`config.mk`:
```
export PLATFORM = sky130hd
export DESIGN_NAME = tioe_queue
export DESIGN_NICKNAME = d
export VERILOG_FILES = /design/src/sv/tioe_pkg.sv /design/src/sv/tioe_queue.sv
export VERILOG_INCLUDE_DIRS = /design/src /design/src/sv
export SDC_FILE = /design/constraint.sdc
export NUM_CORES = 1
export LEC_CHECK = 0
export BUFFER_PORTS_ARGS = -buffer_cell sky130_fd_sc_hd__buf_2
export CORE_ASPECT_RATIO = 1.25
export CORE_MARGIN = 3
export CORE_UTILIZATION = 56
export CTS_BUF_LIST = sky130_fd_sc_hd__clkbuf_16
export CTS_CLUSTER_DIAMETER = 30
export DETAILED_ROUTE_END_ITERATION = 16
export GPL_ROUTABILITY_DRIVEN = 0
export PLACE_DENSITY = 0.78
export SLEW_MARGIN = 20
export SYNTH_ARGS = -nofsm -noshare
export SYNTH_HDL_FRONTEND = slang
export SYNTH_SLANG_ARGS = --single-unit
```
`constraint.sdc`:
```
create_clock -name clk -period 2.1 [get_ports clk]
set_input_delay 0 -clock clk [delete_from_list [all_inputs] [get_ports clk]]
set_output_delay 0 -clock clk [all_outputs]
set_load 0.03 [all_outputs]
```
`src/sv/text_image_orientation_engine_defines.svh`:
```
// Assertion macros shared by the queue and back-end modules of the orientation engine.
`ifndef TEXT_IMAGE_ORIENTATION_ENGINE_DEFINES_SVH
`define TEXT_IMAGE_ORIENTATION_ENGINE_DEFINES_SVH

// The condition holds at every clock edge outside reset.
`define TIOE_ASSERT_ALWAYS(label, clk, rst_n, cond, msg) \
  label: assert property (@(posedge clk) disable iff (!rst_n) (cond)) else $error(msg);

// The consequent holds in the same cycle as the antecedent.
`define TIOE_ASSERT_IMPLY(label, clk, rst_n, ante, cons, msg) \
  label: assert property (@(posedge clk) disable iff (!rst_n) (ante) |-> (cons)) \
    else $error(msg);

// The consequent holds in the cycle after the antecedent.
`define TIOE_ASSERT_NEXT(label, clk, rst_n, ante, cons, msg) \
  label: assert property (@(posedge clk) disable iff (!rst_n) (ante) |=> (cons)) \
    else $error(msg);

`endif

```
`src/sv/tioe_pkg.sv`:
```
`default_nettype none

package tioe_pkg;

  localparam logic [1:0] ACT_STORE = 2'd0;
  localparam logic [1:0] ACT_EOL   = 2'd1;
  localparam logic [1:0] ACT_CLEAR = 2'd2;
  localparam logic [1:0] ACT_FETCH = 2'd3;

  localparam logic [2:0] MODE_ORIGINAL  = 3'd0;
  localparam logic [2:0] MODE_INVERTED  = 3'd1;
  localparam logic [2:0] MODE_VFLIP     = 3'd2;
  localparam logic [2:0] MODE_HFLIP     = 3'd3;
  localparam logic [2:0] MODE_ROTATE    = 3'd4;
  localparam logic [2:0] MODE_TRANSPOSE = 3'd5;

  localparam logic [7:0] CHAR_SPACE = 8'd32;
  localparam logic [7:0] CHAR_AT    = 8'd64;

  localparam int IDX_W       = 8;
  localparam int QUEUE_DEPTH = 4;
  localparam int QUEUE_AW    = 2;

  typedef enum logic [1:0] {
    OP_WRITE_CHAR,
    OP_WRITE_LEN,
    OP_READ
  } op_t;

  typedef struct packed {
    op_t              op;
    logic [IDX_W-1:0] row;
    logic [IDX_W-1:0] col;
    logic [7:0]       data;
    logic             row_end;
    logic             image_end;
    logic             empty;
    logic             invert;
  } cmd_t;

endpackage

`default_nettype wire

```
`src/sv/tioe_queue.sv`:
```
`default_nettype none
`include "text_image_orientation_engine_defines.svh"

module tioe_queue (
  input  wire             clk,
  input  wire             rst_n,
  input  wire             push,
  input  tioe_pkg::cmd_t  push_entry,
  output logic            full,
  input  wire             pop,
  output tioe_pkg::cmd_t  pop_entry,
  output logic            empty
);

  tioe_pkg::cmd_t                   slots_r [tioe_pkg::QUEUE_DEPTH];
  logic [tioe_pkg::QUEUE_AW-1:0]    wr_ptr_r;
  logic [tioe_pkg::QUEUE_AW-1:0]    rd_ptr_r;
  logic [tioe_pkg::QUEUE_AW:0]      count_r;
  logic [tioe_pkg::QUEUE_AW-1:0]    wr_ptr_nxt;
  logic [tioe_pkg::QUEUE_AW-1:0]    rd_ptr_nxt;
  logic [tioe_pkg::QUEUE_AW:0]      count_nxt;

  assign full      = (count_r == (tioe_pkg::QUEUE_AW+1)'(tioe_pkg::QUEUE_DEPTH));
  assign empty     = (count_r == '0);
  assign pop_entry = slots_r[rd_ptr_r];

  always_comb begin
    wr_ptr_nxt = push ? wr_ptr_r + 1'b1 : wr_ptr_r;
    rd_ptr_nxt = pop ? rd_ptr_r + 1'b1 : rd_ptr_r;
    count_nxt  = count_r;
    if (push && !pop) begin
      count_nxt = count_r + 1'b1;
    end else if (pop && !push) begin
      count_nxt = count_r - 1'b1;
    end
  end

  always_ff @(posedge clk) begin
    if (!rst_n) begin
      wr_ptr_r <= '0;
      rd_ptr_r <= '0;
      count_r  <= '0;
    end else begin
      wr_ptr_r <= wr_ptr_nxt;
      rd_ptr_r <= rd_ptr_nxt;
      count_r  <= count_nxt;
    end
  end

  always_ff @(posedge clk) begin
    if (push) begin
      slots_r[wr_ptr_r] <= push_entry;
    end
  end

  `TIOE_ASSERT_ALWAYS(a_count_bound, clk, rst_n, count_r <= (tioe_pkg::QUEUE_AW+1)'(tioe_pkg::QUEUE_DEPTH), "queue count exceeds depth")
  `TIOE_ASSERT_IMPLY(a_no_overflow, clk, rst_n, push, !full, "push into a full queue")
  `TIOE_ASSERT_IMPLY(a_no_underflow, clk, rst_n, pop, !empty, "pop from an empty queue")

endmodule

`default_nettype wire

```
* After elaboration in Yosys (flattened, before gate mapping)
Memories as Yosys holds them, arrays and structs flattened. A register that Yosys moved wholly into a read port is not among the register bits.
Index checks and enable logic that the tools add are counted.
** Word-level totals
- Register bits :: 7
- Bits in writable memories :: 120
- Input port bits :: 34
- Output and inout bits :: 32
- Memories :: 1
** Cells by class
- $add $sub $neg :: 4
- Eq/ne operators :: 1
- Mux-type cells :: 6
- Reductions and logical operators :: 6
** Memory list
- slots_r :: depth 4, bits a word 30, read ports 1, clocked after Yosys merged registers in 1, wr ports 1, RTL line tioe_queue.sv:15 : tioe_pkg::cmd_t slots_r [tioe_pkg::QUEUE_DEPTH];
** Operators by type and width (count)
- $mux W3 :: 2
- $add A2 B1 Y2 const B :: 2
- $mux W2 :: 2
- $add A3 B1 Y3 const B :: 1
- $eq A3 B3 Y1 const B :: 1
- $logic_not A3 Y1 :: 1
- $sub A3 B1 Y3 const B :: 1
- $logic_and A1 B1 Y1 :: 2
- $logic_not A1 Y1 :: 2
- $mux W1 :: 2
- $reduce_bool A2 Y1 :: 1

* Logic depth before layout (Yosys ltp)
- Word-level depth :: 4
- Mapped depth :: 7
- Depth with buffers taken out :: 7

* Least setup slack after synthesis
OpenSTA, ideal clock, no wires.
- Path kind :: flip-flop to flip-flop
- Start :: register wr_ptr_r[0] in the netlist's numbering
- End :: memory slots_r[2][0] in the netlist's numbering (enable)
- Arrival :: 1285 ps
- Path slack :: 425 ps
- Stages on the path, launching flop included :: 4
- Buffers on the path :: 0
- Period minus slack after synthesis :: 1675 ps
- Cell sequence :: dfxtp_1 -> inv_1 -> ha_1 -> and2_1
** RTL lines
- start: declaration :: RTL line tioe_queue.sv:16 : logic [tioe_pkg::QUEUE_AW-1:0] wr_ptr_r;
- start signal: assignment :: RTL line tioe_queue.sv:44 : wr_ptr_r <= wr_ptr_nxt;
- end: declaration :: RTL line tioe_queue.sv:15
Straight into the memory's write port.

==> reports/qor.csv <==
metric;value;unit
die height;109;um
largest area contributor in the netlist;edfxtp_1;
crit path max fanout;10;
vias;2326;
Post-DP HPWL;4710;um
Routed WL;8500;um
synth top area cells;edfxtp_1 (75%), mux4_2 (14%), dfxtp_1 (3.8%), ha_1 (1.3%), and2_1 (1.2%);
die area;9670;um^2
post-synthesis async set-or-reset flop share;0;%
VDD IR-drop max;0.711;mV
antenna-violating nets left;0;
total power;6.70;mW
routed len/inst;19.9;um
max-cap violation count;0;
vias in the first global route;2468;
Main synth FF type;edfxtp_1;
max-slew violation count;0;
status;complete, no violations;
first-pass GRT wire length;13500;um
Syn Std Cell Area;4770;um^2
setup bufs post-CTS;0;
PD cells;1080;nW/um^2
Netlist cell types;19;
Port Buffer Count;65;
Synth top area share;75.5;%
Leak;2.20;nW
Skew-Pair Late Insertion Delay;0.40;ns
Seq/Total Area, Yosys;79.3;%
R2R setup slack;0.58;ns
Fin. Hold Viols;0;
initial antenna violation count;0;
most common cell in the synthesized netlist;edfxtp_1;
Iter 0 DRT Violations;202;
clk slew on worst S/H paths;0.05;ns
Num CTS Buffers;17;
layout cells sized above 1;40.6;%
Critical Path RT;2.10;ns
gr ovfl total;0;
H-tree levels;4;
Mapped Cells;199;
# diodes;0;
core area;8290;um^2
Post-synth EDFFs;120;
yosys warns;0;
setup TNS;0;ns
FP Rows;37;
clock skew;0.00652;ns
area grow syn2layout;29.6;%
CP Class;reg -> out;
Mapped Nets;239;
unrepaired setup endpoints after global routing;false;
fin crit share;92.7;%
pin count of the biggest net entering global routing;31;
type of origin of the critical path;register;
WP data arrival;1.95;ns
CTS tree;yes;
Critical Path End Type;output port;
f_max;0.514;GHz
Final Setup Violations;0;
Nets;357;
Clock Root Buffer;clkbuf_16;
Starting Density;57.6;%
Max-slew headroom;69.3;%
TritonCTS Sinks;129;
clock buffer depth;2;
Seq cells post-synth;129;
I/O pins;66;
Post-synth top cells;edfxtp_1 (120), mux4_2 (30), and2_1 (9), dfxtp_1 (9), ha_1 (5);
fin crit period;1.95;ns
synthesized area per cell;24.0;um^2
die width;88.6;um
Hold Crit Class;in -> reg;
1st-pass router iterations;4;
via-per-instance ratio;5.45;
Slew @ Worst Pin;0.460;ns
gr usage total;20.3;%
DRC;0;
==> final timing paths <==
check,from,end,cells after the start
max,register,pop_entry[15],3
min,push_entry[11],slots_r[2][11],2
max reg2reg,count_r[0],count_r[2],4
min reg2reg,count_r[2],count_r[2],2
==> power by group <==
group | leakage (nW) | internal [mW] | switching [mW] | total, mW
clock | 0.294 | 1.95 | 0.978 | 2.93
combinational | 0.734 | 0.319 | 0.441 | 0.760
sequential | 1.18 | 2.95 | 0.0580 | 3.01
total | 2.20 | 5.22 | 1.48 | 6.70
==> cells in the final DEF, fill, tap and decap left out, types with 2 or more instances in the layout <==
master	instances
edfxtp_1	120
buf_2	65
dlygate4sd3_1	33
mux4_2	30
clkbuf_16	17
dfxtp_1	8
inv_1	5
and2_1	5
ha_1	5
buf_4	5
and2_2	4
bufinv_16	4
clkinv_1	4
clkinv_2	4
xor2_1	3
xnor2_1	2
mux2i_1	2
nor2b_1	2
clkinvlp_4	2
buf_12	2
==> layout make-up <==
class | count | area [um^2]
sequential | 129 | 3780
timing repair buffer | 105 | 733
inverter | 4 | 15.0
fill | 444 | 2100
multi-input combinational | 60 | 931
clock inverter | 15 | 174
clock buffer | 17 | 425
tap | 97 | 121
==> what timing repair did <==
item                                   CTS  global route
gates resized for setup                  0             0
endpoints found under the hold margin  129             0
hold buffers                            33             0
==> metrics by stage <==
| stage | setup WS (ns) | instance area [um^2] | hold slack (ns) | std cells | utilization, % |
|---|---|---|---|---|---|
| after floorplan | 0.425 | 4770 | 0.0989 | 199 | - |
| after global placement | 0.566 | 5260 | 0.210 | 362 | 63.4 |
| after detailed placement | 0.552 | 5260 | 0.217 | 362 | 63.4 |
| after CTS | 0.0952 | 6180 | 0.315 | 427 | 74.6 |
| after global routing | 0.0457 | 6180 | 0.335 | 427 | 74.6 |
| final | 0.153 | 6180 | 0.340 | 427 | 74.6 |
==> worst max-delay path, stage by stage, from the launching register on <==
cell and delay (ns):
dfxtp_2 0.58, buf_12 0.21, mux4_2 0.54, buf_2 0.20
==> metal layers <==
| metal | track usage, % | wire [um] | part of all wire (%) |
|---|---|---|---|
| met2 | 33.3 | 4660 | 55 |
| met4 | 8.75 | 93 | 1.1 |
| met3 | 7.56 | 464 | 5.5 |
| met1 | 23.8 | 3290 | 39 |
| met5 | 0 | 0 | 0 |
==> state kept, by name, indices dropped and copies added, names as in the netlist, named ones only <==
signal    count
slots_r     120
count_r       3
rd_ptr_r      2
wr_ptr_r      2
==> cells by family after synthesis <==
group | Yosys count | synth area share, %
and+or+nand+nor | 15 | 1.91
adders and majority gates | 6 | 1.73
xor gates and xnor gates | 5 | 0.918
DFF | 129 | 79.3
muxes | 32 | 14.6
buffers and inverters | 10 | 1.34
AOI/OAI and AO/OA | 2 | 0.262
(Power assumes the default switching activity.)
