<file path="src/sv/text_image_orientation_engine_defines.svh">
// Assertion macros shared by the queue and back-end modules of the orientation engine.
`ifndef TEXT_IMAGE_ORIENTATION_ENGINE_DEFINES_SVH
`define TEXT_IMAGE_ORIENTATION_ENGINE_DEFINES_SVH

// The condition holds at every clock edge outside reset.
`define TIOE_ASSERT_ALWAYS(label, clk, rst_n, cond, msg) \
  label: assert property (@(posedge clk) disable iff (!rst_n) (cond)) else $error(msg);

// The consequent holds in the same cycle as the antecedent.
`define TIOE_ASSERT_IMPLY(label, clk, rst_n, ante, cons, msg) \
  label: assert property (@(posedge clk) disable iff (!rst_n) (ante) |-> (cons)) \
    else $error(msg);

// The consequent holds in the cycle after the antecedent.
`define TIOE_ASSERT_NEXT(label, clk, rst_n, ante, cons, msg) \
  label: assert property (@(posedge clk) disable iff (!rst_n) (ante) |=> (cons)) \
    else $error(msg);

`endif

</file>
<file path="src/sv/tioe_pkg.sv">
`default_nettype none

package tioe_pkg;

  localparam logic [1:0] ACT_STORE = 2'd0;
  localparam logic [1:0] ACT_EOL   = 2'd1;
  localparam logic [1:0] ACT_CLEAR = 2'd2;
  localparam logic [1:0] ACT_FETCH = 2'd3;

  localparam logic [2:0] MODE_ORIGINAL  = 3'd0;
  localparam logic [2:0] MODE_INVERTED  = 3'd1;
  localparam logic [2:0] MODE_VFLIP     = 3'd2;
  localparam logic [2:0] MODE_HFLIP     = 3'd3;
  localparam logic [2:0] MODE_ROTATE    = 3'd4;
  localparam logic [2:0] MODE_TRANSPOSE = 3'd5;

  localparam logic [7:0] CHAR_SPACE = 8'd32;
  localparam logic [7:0] CHAR_AT    = 8'd64;

  localparam int IDX_W       = 8;
  localparam int QUEUE_DEPTH = 4;
  localparam int QUEUE_AW    = 2;

  typedef enum logic [1:0] {
    OP_WRITE_CHAR,
    OP_WRITE_LEN,
    OP_READ
  } op_t;

  typedef struct packed {
    op_t              op;
    logic [IDX_W-1:0] row;
    logic [IDX_W-1:0] col;
    logic [7:0]       data;
    logic             row_end;
    logic             image_end;
    logic             empty;
    logic             invert;
  } cmd_t;

endpackage

`default_nettype wire

</file>
<file path="src/sv/tioe_front.sv">
`default_nettype none

module tioe_front #(
  parameter int MAX_ROWS = 64,
  parameter int MAX_COLS = 128
) (
  input  wire             clk,
  input  wire             rst_n,
  input  wire             in_valid,
  output logic            in_stall,
  input  wire  [1:0]      in_action,
  input  wire  [7:0]      in_char_code,
  input  wire             cfg_valid,
  output logic            cfg_ready,
  input  wire  [2:0]      cfg_orientation_mode,
  input  wire             q_full,
  output logic            q_push,
  output tioe_pkg::cmd_t  q_entry
);

  localparam int RW = $clog2(MAX_ROWS + 1);
  localparam int CW = $clog2(MAX_COLS + 1);
  localparam int RI = (MAX_ROWS > 1) ? $clog2(MAX_ROWS) : 1;
  localparam int CI = (MAX_COLS > 1) ? $clog2(MAX_COLS) : 1;
  localparam int PW = (RW > CW) ? RW : CW;

  logic [RW-1:0] height_r, height_nxt;
  logic [CW-1:0] width_r, width_nxt;
  logic [CW-1:0] load_col_r, load_col_nxt;
  logic [2:0]    mode_r, mode_nxt;
  logic [PW-1:0] row_pos_r, row_pos_nxt;
  logic [PW-1:0] col_pos_r, col_pos_nxt;

  logic          accept;
  logic          transpose;
  logic          pic_empty;
  logic [PW-1:0] rows, cols, r_cur, c_cur, c_inc, r_inc;
  logic [PW-1:0] si_full, sj_full;
  logic          last_col, last_row;

  assign in_stall  = q_full;
  assign cfg_ready = 1'b1;
  assign accept    = in_valid && !q_full;

  assign transpose = (mode_r == tioe_pkg::MODE_TRANSPOSE);
  assign pic_empty = (height_r == '0) || (width_r == '0);
  assign rows      = transpose ? PW'(width_r) : PW'(height_r);
  assign cols      = transpose ? PW'(height_r) : PW'(width_r);

  always_comb begin
    if (row_pos_r >= rows || col_pos_r >= cols) begin
      r_cur = '0;
      c_cur = '0;
    end else begin
      r_cur = row_pos_r;
      c_cur = col_pos_r;
    end
    c_inc    = c_cur + 1'b1;
    r_inc    = r_cur + 1'b1;
    last_col = (c_cur == cols - 1'b1);
    last_row = (r_cur == rows - 1'b1);
    case (mode_r)
      tioe_pkg::MODE_VFLIP: begin
        si_full = PW'(height_r) - 1'b1 - r_cur;
        sj_full = c_cur;
      end
      tioe_pkg::MODE_HFLIP: begin
        si_full = r_cur;
        sj_full = PW'(width_r) - 1'b1 - c_cur;
      end
      tioe_pkg::MODE_ROTATE: begin
        si_full = PW'(height_r) - 1'b1 - r_cur;
        sj_full = PW'(width_r) - 1'b1 - c_cur;
      end
      tioe_pkg::MODE_TRANSPOSE: begin
        si_full = c_cur;
        sj_full = r_cur;
      end
      default: begin
        si_full = r_cur;
        sj_full = c_cur;
      end
    endcase
  end

  always_comb begin
    height_nxt   = height_r;
    width_nxt    = width_r;
    load_col_nxt = load_col_r;
    mode_nxt     = mode_r;
    row_pos_nxt  = row_pos_r;
    col_pos_nxt  = col_pos_r;
    q_push       = 1'b0;
    q_entry      = '0;
    q_entry.op   = tioe_pkg::OP_READ;

    if (cfg_valid) begin
      mode_nxt    = cfg_orientation_mode;
      row_pos_nxt = '0;
      col_pos_nxt = '0;
    end

    if (accept) begin
      case (in_action)
        tioe_pkg::ACT_STORE: begin
          row_pos_nxt = '0;
          col_pos_nxt = '0;
          if (height_r < RW'(MAX_ROWS) && load_col_r < CW'(MAX_COLS)) begin
            q_push       = 1'b1;
            q_entry.op   = tioe_pkg::OP_WRITE_CHAR;
            q_entry.row  = tioe_pkg::IDX_W'(height_r[RI-1:0]);
            q_entry.col  = tioe_pkg::IDX_W'(load_col_r[CI-1:0]);
            q_entry.data = in_char_code;
            load_col_nxt = load_col_r + 1'b1;
          end
        end
        tioe_pkg::ACT_EOL: begin
          row_pos_nxt  = '0;
          col_pos_nxt  = '0;
          load_col_nxt = '0;
          if (height_r < RW'(MAX_ROWS)) begin
            q_push       = 1'b1;
            q_entry.op   = tioe_pkg::OP_WRITE_LEN;
            q_entry.row  = tioe_pkg::IDX_W'(height_r[RI-1:0]);
            q_entry.data = 8'(load_col_r);
            height_nxt   = height_r + 1'b1;
            if (load_col_r > width_r) begin
              width_nxt = load_col_r;
            end
          end
        end
        tioe_pkg::ACT_CLEAR: begin
          height_nxt   = '0;
          width_nxt    = '0;
          load_col_nxt = '0;
          row_pos_nxt  = '0;
          col_pos_nxt  = '0;
        end
        tioe_pkg::ACT_FETCH: begin
          q_push     = 1'b1;
          q_entry.op = tioe_pkg::OP_READ;
          if (pic_empty) begin
            q_entry.empty = 1'b1;
          end else begin
            q_entry.row       = tioe_pkg::IDX_W'(si_full[RI-1:0]);
            q_entry.col       = tioe_pkg::IDX_W'(sj_full[CI-1:0]);
            q_entry.row_end   = last_col;
            q_entry.image_end = last_col && last_row;
            q_entry.invert    = (mode_r == tioe_pkg::MODE_INVERTED);
            if (c_inc >= cols) begin
              col_pos_nxt = '0;
              row_pos_nxt = (r_inc >= rows) ? '0 : r_inc;
            end else begin
              col_pos_nxt = c_inc;
              row_pos_nxt = r_cur;
            end
          end
        end
        default: begin
          q_push = 1'b0;
        end
      endcase
    end
  end

  always_ff @(posedge clk) begin
    if (!rst_n) begin
      height_r   <= '0;
      width_r    <= '0;
      load_col_r <= '0;
      mode_r     <= tioe_pkg::MODE_ORIGINAL;
      row_pos_r  <= '0;
      col_pos_r  <= '0;
    end else begin
      height_r   <= height_nxt;
      width_r    <= width_nxt;
      load_col_r <= load_col_nxt;
      mode_r     <= mode_nxt;
      row_pos_r  <= row_pos_nxt;
      col_pos_r  <= col_pos_nxt;
    end
  end

endmodule

`default_nettype wire

</file>
<file path="config.mk">
export PLATFORM = sky130hd
export DESIGN_NAME = tioe_front
export DESIGN_NICKNAME = d
export VERILOG_FILES = /design/src/sv/text_image_orientation_engine_defines.svh /design/src/sv/tioe_pkg.sv /design/src/sv/tioe_front.sv
export SDC_FILE = /design/constraint.sdc
export NUM_CORES = 1
export LEC_CHECK = 0
export ABC_CLOCK_PERIOD_IN_PS = 6200
export BUFFER_PORTS_ARGS = -buffer_cell sky130_fd_sc_hd__buf_2
export CELL_PAD_IN_SITES_DETAIL_PLACEMENT = 1
export CELL_PAD_IN_SITES_GLOBAL_PLACEMENT = 1
export CORE_MARGIN = 2
export CORE_UTILIZATION = 41
export DETAILED_ROUTE_END_ITERATION = 16
export PLACE_DENSITY_LB_ADDON = 0.3
export SLEW_MARGIN = 20
export SYNTH_ARGS = -nofsm -noshare
export SYNTH_HDL_FRONTEND = slang
export SYNTH_SLANG_ARGS = --single-unit
</file>
<file path="constraint.sdc">
create_clock -name clk -period 6.2 [get_ports clk]
set_clock_uncertainty 0.1 [all_clocks]
set_input_delay 1.24 -clock clk [delete_from_list [all_inputs] [get_ports clk]]
set_output_delay 1.24 -clock clk [all_outputs]
set_load 0.05 [all_outputs]
</file>
== Word level (Yosys, flattened, before mapping) ==
Cells that the tools add are included.

* $add $sub $neg: 10
* Order comparisons: 7
* Equality and inequality tests: 13
* Muxes and demuxes: 40
* Reduce and logical (&&, ||, !) cells: 18

{| class="wikitable"
|+ Operators by type and width
! cell !! number
|-
| $mux 8 || 17
|-
| $pmux 8 s2 || 6
|-
| $ge 8x8->1 || 4
|-
| $mux 30 || 1
|-
| $pmux 10 s3 || 1
|-
| $pmux 7 s2 || 2
|-
| $mux 26 || 1
|-
| $add 8x1->8 const B || 3
|-
| $eq 8x8->1 || 2
|-
| $sub 8x1->8 const B || 2
|-
| $mux 14 || 1
|-
| $pmux 6 s2 || 1
|-
| $mux 10 || 1
|-
| $gt 8x8->1 || 1
|-
| $logic_not 8->1 || 1
|-
| $lt 8x8->1 const B || 1
|-
| $add 7x1->7 const B || 1
|-
| $logic_not 7->1 || 1
|-
| $lt 7x7->1 const B || 1
|-
| $mux 7 || 1
|-
| $sub 7x1->7 const B || 1
|-
| $sub 7x7->7 || 1
|-
| $eq 3x2->1 const B || 2
|-
| $eq 3x3->1 const B || 2
|-
| other kinds (19) || 33
|}

* Bits in registers: 42
* Bits of input ports: 18
* Logic and storage cells: 94

== Longest topological paths before layout ==
* Depth after elaboration: 12
* Depth in mapped cells: 32
* Depth with buffers taken out: 24

== Worst setup path before layout ==
No wires, ideal clock.

* Path type: reg2out
* Start point: register mode_r[2]
* End point: output port q_entry[18] (netlist name)
* Arrival time: 6157 ps
* Data required time: 4860 ps
* Setup slack: -1297 ps
* Cell stages (with the launch flop): 28
* Path buffers: 7
* Path through: dfxtp_1 buf_2 and3b_1 buf_6 clkbuf_1 clkbuf_1 buf_1 nor2_1 a21oi_1 ha_1 a21o_1 a21o_1 a221oi_1 o31ai_1 nor2_1 buf_2 buf_2 nand2_1 ha_1 fa_1 a21o_1 a21oi_1 o21bai_1 a21oi_1 xnor2_1 a31o_2 a32oi_1 o21ai_0

{| class="wikitable"
|+ RTL lines
! element !! RTL line !! source
|-
| start: declaration || tioe_front.sv:30 || <nowiki>logic [2:0] mode_r, mode_nxt;</nowiki>
|-
| start signal: assignment || tioe_front.sv:171 || <nowiki>mode_r <= tioe_pkg::MODE_ORIGINAL;</nowiki>
|-
| start signal: assignment || tioe_front.sv:178 || <nowiki>mode_r <= mode_nxt;</nowiki>
|-
| end: declaration || tioe_front.sv:18 || <nowiki>output tioe_pkg::cmd_t q_entry</nowiki>
|}

==> impl_metrics.env <==
export IMPL_synth_avg_cell_area_sq_um=7.51
export IMPL_synth_edf_count=0
export IMPL_ys_async_sr_fraction=0
export IMPL_first_global_vias=5651
export IMPL_clkLatencyLatePin_ns=0.31
export IMPL_gp_congestion=0.997
export IMPL_drt_pre_antenna_iters=7
export IMPL_setup_viol=0
export IMPL_synth_top_cell_area_share=0.167
export IMPL_setup_slack_ns=0.130
export IMPL_dieHeight_um=115
export IMPL_syn_inst=670
export IMPL_synth_seq_cells=42
export IMPL_multiInputGateArea_sq_um=4070
export IMPL_htreeDepth=2
export IMPL_ys_seq_area_frac=0.167
export IMPL_wl_mm=20.4
export IMPL_synthTopCellsByArea="dfxtp_1, ha_1, a22oi_1"
export IMPL_start_util=0.419
export IMPL_holdBufCountCts=0
export IMPL_min_path_type="reg -> reg"
export IMPL_die_x_um=115
export IMPL_io_pins=51
export IMPL_io_buffers=46
export IMPL_layout_area_seq_sq_um=847
export IMPL_path_cells="nand3b_1, buf_6, mux2i_2, inv_1, ha_1, nand2b_1, maj3_2, o21a_2, nor2_4, nand2_1, ha_2, fa_2, a21o_1, a21oi_2, o21bai_1, a21oi_2, xnor2_2, a31o_2, a32oi_2, o21ai_4, buf_6"
export IMPL_rows=40
export IMPL_power_density_nw_per_um2=116
export IMPL_fin_crit_ns=6.07
export IMPL_synthFlopType="dfxtp_1"
export IMPL_yosys_warnings=0
export IMPL_critPathArrivalTime_ns=4.73
export IMPL_startpoint_type="flip-flop"
export IMPL_antennaDiodeCount=0
export IMPL_hpwl_mm=15.6
export IMPL_track_usage=0.312
export IMPL_slew_headroom=0.313
export IMPL_timing_fmax_mhz=165
export IMPL_grt_ovfl_total=0
export IMPL_cp_required_ns=4.86
export IMPL_yosysTopAreaCell="dfxtp_1"
export IMPL_syn_area_sq_um=5030
export IMPL_clkSinkCount=42
export IMPL_yosysUniqueCellTypes=77
export IMPL_nets=804
export IMPL_cts_made_buffers=5
export IMPL_root_buffer="clkbuf_16"
export IMPL_ant_nets=0
export IMPL_fin_crit_sh=0.979
export IMPL_status="complete, no violations"
export IMPL_path_clk_slew_ns=0.07
export IMPL_endpoint_kind="output pin"
export IMPL_grt_first_pass_wirelength_mm=31.6
export IMPL_crit_slowest_cell="dfxtp_4"
export IMPL_die_area_sq_um=13200
export IMPL_tightest_slew_ns=1.03
export IMPL_ir_drop_v=0.0000917
export IMPL_drc_errors=0
export IMPL_routedWlPerCell_um=23.2
export IMPL_drv_cap=0
export IMPL_finalHoldViolCount=0
export IMPL_pre_cts_slack_ns=0.104
export IMPL_antenna_found_initial=0
export IMPL_grt_max_degree=32
export IMPL_cpPeakStageDelay_ns=0.37
export IMPL_instances_no_fill=878
export IMPL_drv_slew=0
export IMPL_power_uw=704
export IMPL_p_leak_nw=2.50
export IMPL_critPathMaxFanout=8
export IMPL_dpl_cell_count=857
export IMPL_num_fill_cells=1506
export IMPL_vias_per_cell=6.32
export IMPL_drive_gt1_frac=0.219
export IMPL_whs_ns=0.460
export IMPL_vias=5546
export IMPL_cts_tree="yes"
export IMPL_area_delta_synth_final_pct=20.6
export IMPL_fp_coreArea_sq_um=12000
export IMPL_cts_buffer_depth=2
export IMPL_crit_type="reg -> out"
export IMPL_drt_iter0_markers=454
[cell type report]
class | instances | share of cell area
clock buffers | 6 | 0.0212
multi-input cells | 552 | 0.671
well taps | 147 | 0.0303
flip-flops and latches | 42 | 0.140
repair buffers | 95 | 0.110
clock inverters | 2 | 0.00619
inverters | 34 | 0.0210
[worst paths after layout]
| path | slack, ns | cells past startpoint | startpoint | to |
|---|---|---|---|---|
| max | 0.13 | 21 | mode_r[1] | q_entry[18] |
| min | 0.46 | 2 | mode_r[2] | mode_r[2] |
| max reg2reg | 0.44 | 24 | mode_r[1] | row_pos_r[4] |
| min reg2reg | 0.46 | 2 | mode_r[2] | mode_r[2] |
[cell usage after synthesis, types with 3 or more instances]
cell	number
ha_1	54
buf_2	5
nand2b_1	17
o21ai_1	5
o21bai_1	4
a221oi_1	3
nand4_1	8
a21oi_1	32
o22ai_1	8
a31oi_1	7
a21o_1	15
nor2_1	71
nand3b_1	3
mux2i_1	15
a211o_1	4
nand2_1	44
and3_1	9
nor2b_1	16
o21ai_0	24
dfxtp_1	42
xor2_1	21
clkbuf_1	27
o31a_1	3
or2_2	3
o221ai_1	3
a22o_1	9
and4_1	5
and2_1	6
nor3_1	12
buf_1	3
nand3_1	30
xnor2_1	21
a22oi_1	38
inv_1	34
nor4_1	3
buf_4	7
o21a_1	4
a21boi_0	3
[per-layer routing]
layer / vias up / wire length, um / track usage
met2: 243 / 9400 / 0.518
met3: 51 / 1580 / 0.0696
li1: 2562 / - / -
met5: - / 0 / 0
met1: 2690 / 8790 / 0.404
met4: 0 / 615 / 0.102
[cell usage in the layout, fill, tap and decap left out, drive strengths merged, types with 4 or more instances in the layout]
| cell type | instances |
|---|---|
| a221oi | 4 |
| a21o | 15 |
| nor2 | 71 |
| o22ai | 8 |
| ha | 54 |
| nor3 | 13 |
| and3 | 9 |
| nand2 | 44 |
| nand4 | 8 |
| xnor2 | 21 |
| o21a | 4 |
| clkbuf | 7 |
| inv | 34 |
| xor2 | 21 |
| a22oi | 38 |
| dfxtp | 42 |
| buf | 94 |
| nand3 | 30 |
| o21bai | 4 |
| and4 | 5 |
| nor2b | 16 |
| a21oi | 32 |
| a211o | 4 |
| conb | 4 |
| or2 | 4 |
| o21ai | 29 |
| nand2b | 17 |
| and2 | 6 |
| a22o | 9 |
| mux2i | 15 |
| a31oi | 7 |
[registers in the layout, summed over array words and instances, names as in the netlist]
signal	count
col_pos_r	8
height_r	7
load_col_r	8
width_r	8
row_pos_r	8
mode_r	3
[power breakdown]
group	internal [mW]	leakage [nW]	total (mW)	switching [mW]
combinational	0.0371	2.08	0.110	0.0725
clock	0.191	0.0771	0.319	0.128
sequential	0.272	0.340	0.275	0.00336
total	0.500	2.50	0.704	0.204
[stage by stage]
stage	utilization	TNS (ns)	area [sq um]
final	0.505	0	6070
after global routing	0.505	-0.0898	6070
after CTS	0.485	0	5820
after detailed placement	0.465	0	5580
after global placement	0.465	0	5580
after floorplan	-	-0.0354	5100
[timing repair]
action                                 4_1_cts  5_1_grt
endpoints found under the hold margin        0        0
pin swaps                                    1       12
gates resized for setup                     10       39
cloned                                       0        1
setup endpoints to repair                    2        4
setup buffers                                5        7
[worst max-delay path: cells and delay by family (launching register included)]
| kind | cells | cell delay [ns] |
|---|---|---|
| muxes | 1 | 0.20 |
| AOI/OAI and AO/OA | 8 | 1.41 |
| and+or+nand+nor | 4 | 0.67 |
| adders and majority gates | 4 | 1.18 |
| xor gates and xnor gates | 1 | 0.10 |
| DFF | 1 | 0.37 |
| buffers and inverters | 3 | 0.48 |
[cells by family (layout without fill, tap and decap cells)]
family / Yosys count / count (layout) / share of synthesized area
AND/OR/NAND/NOR: 242 / 242 / 0.244
AO/OA/AOI/OAI: 189 / 189 / 0.265
buffers and inverters: 78 / 137 / 0.0676
adder cells (fa/ha/maj): 57 / 57 / 0.144
XOR/XNOR: 42 / 42 / 0.0731
flip-flops: 42 / 42 / 0.167
multiplexers: 18 / 18 / 0.0373
other: 2 / 4 / 0.00149
No activity file was read; power rests on OpenSTA's default activity.
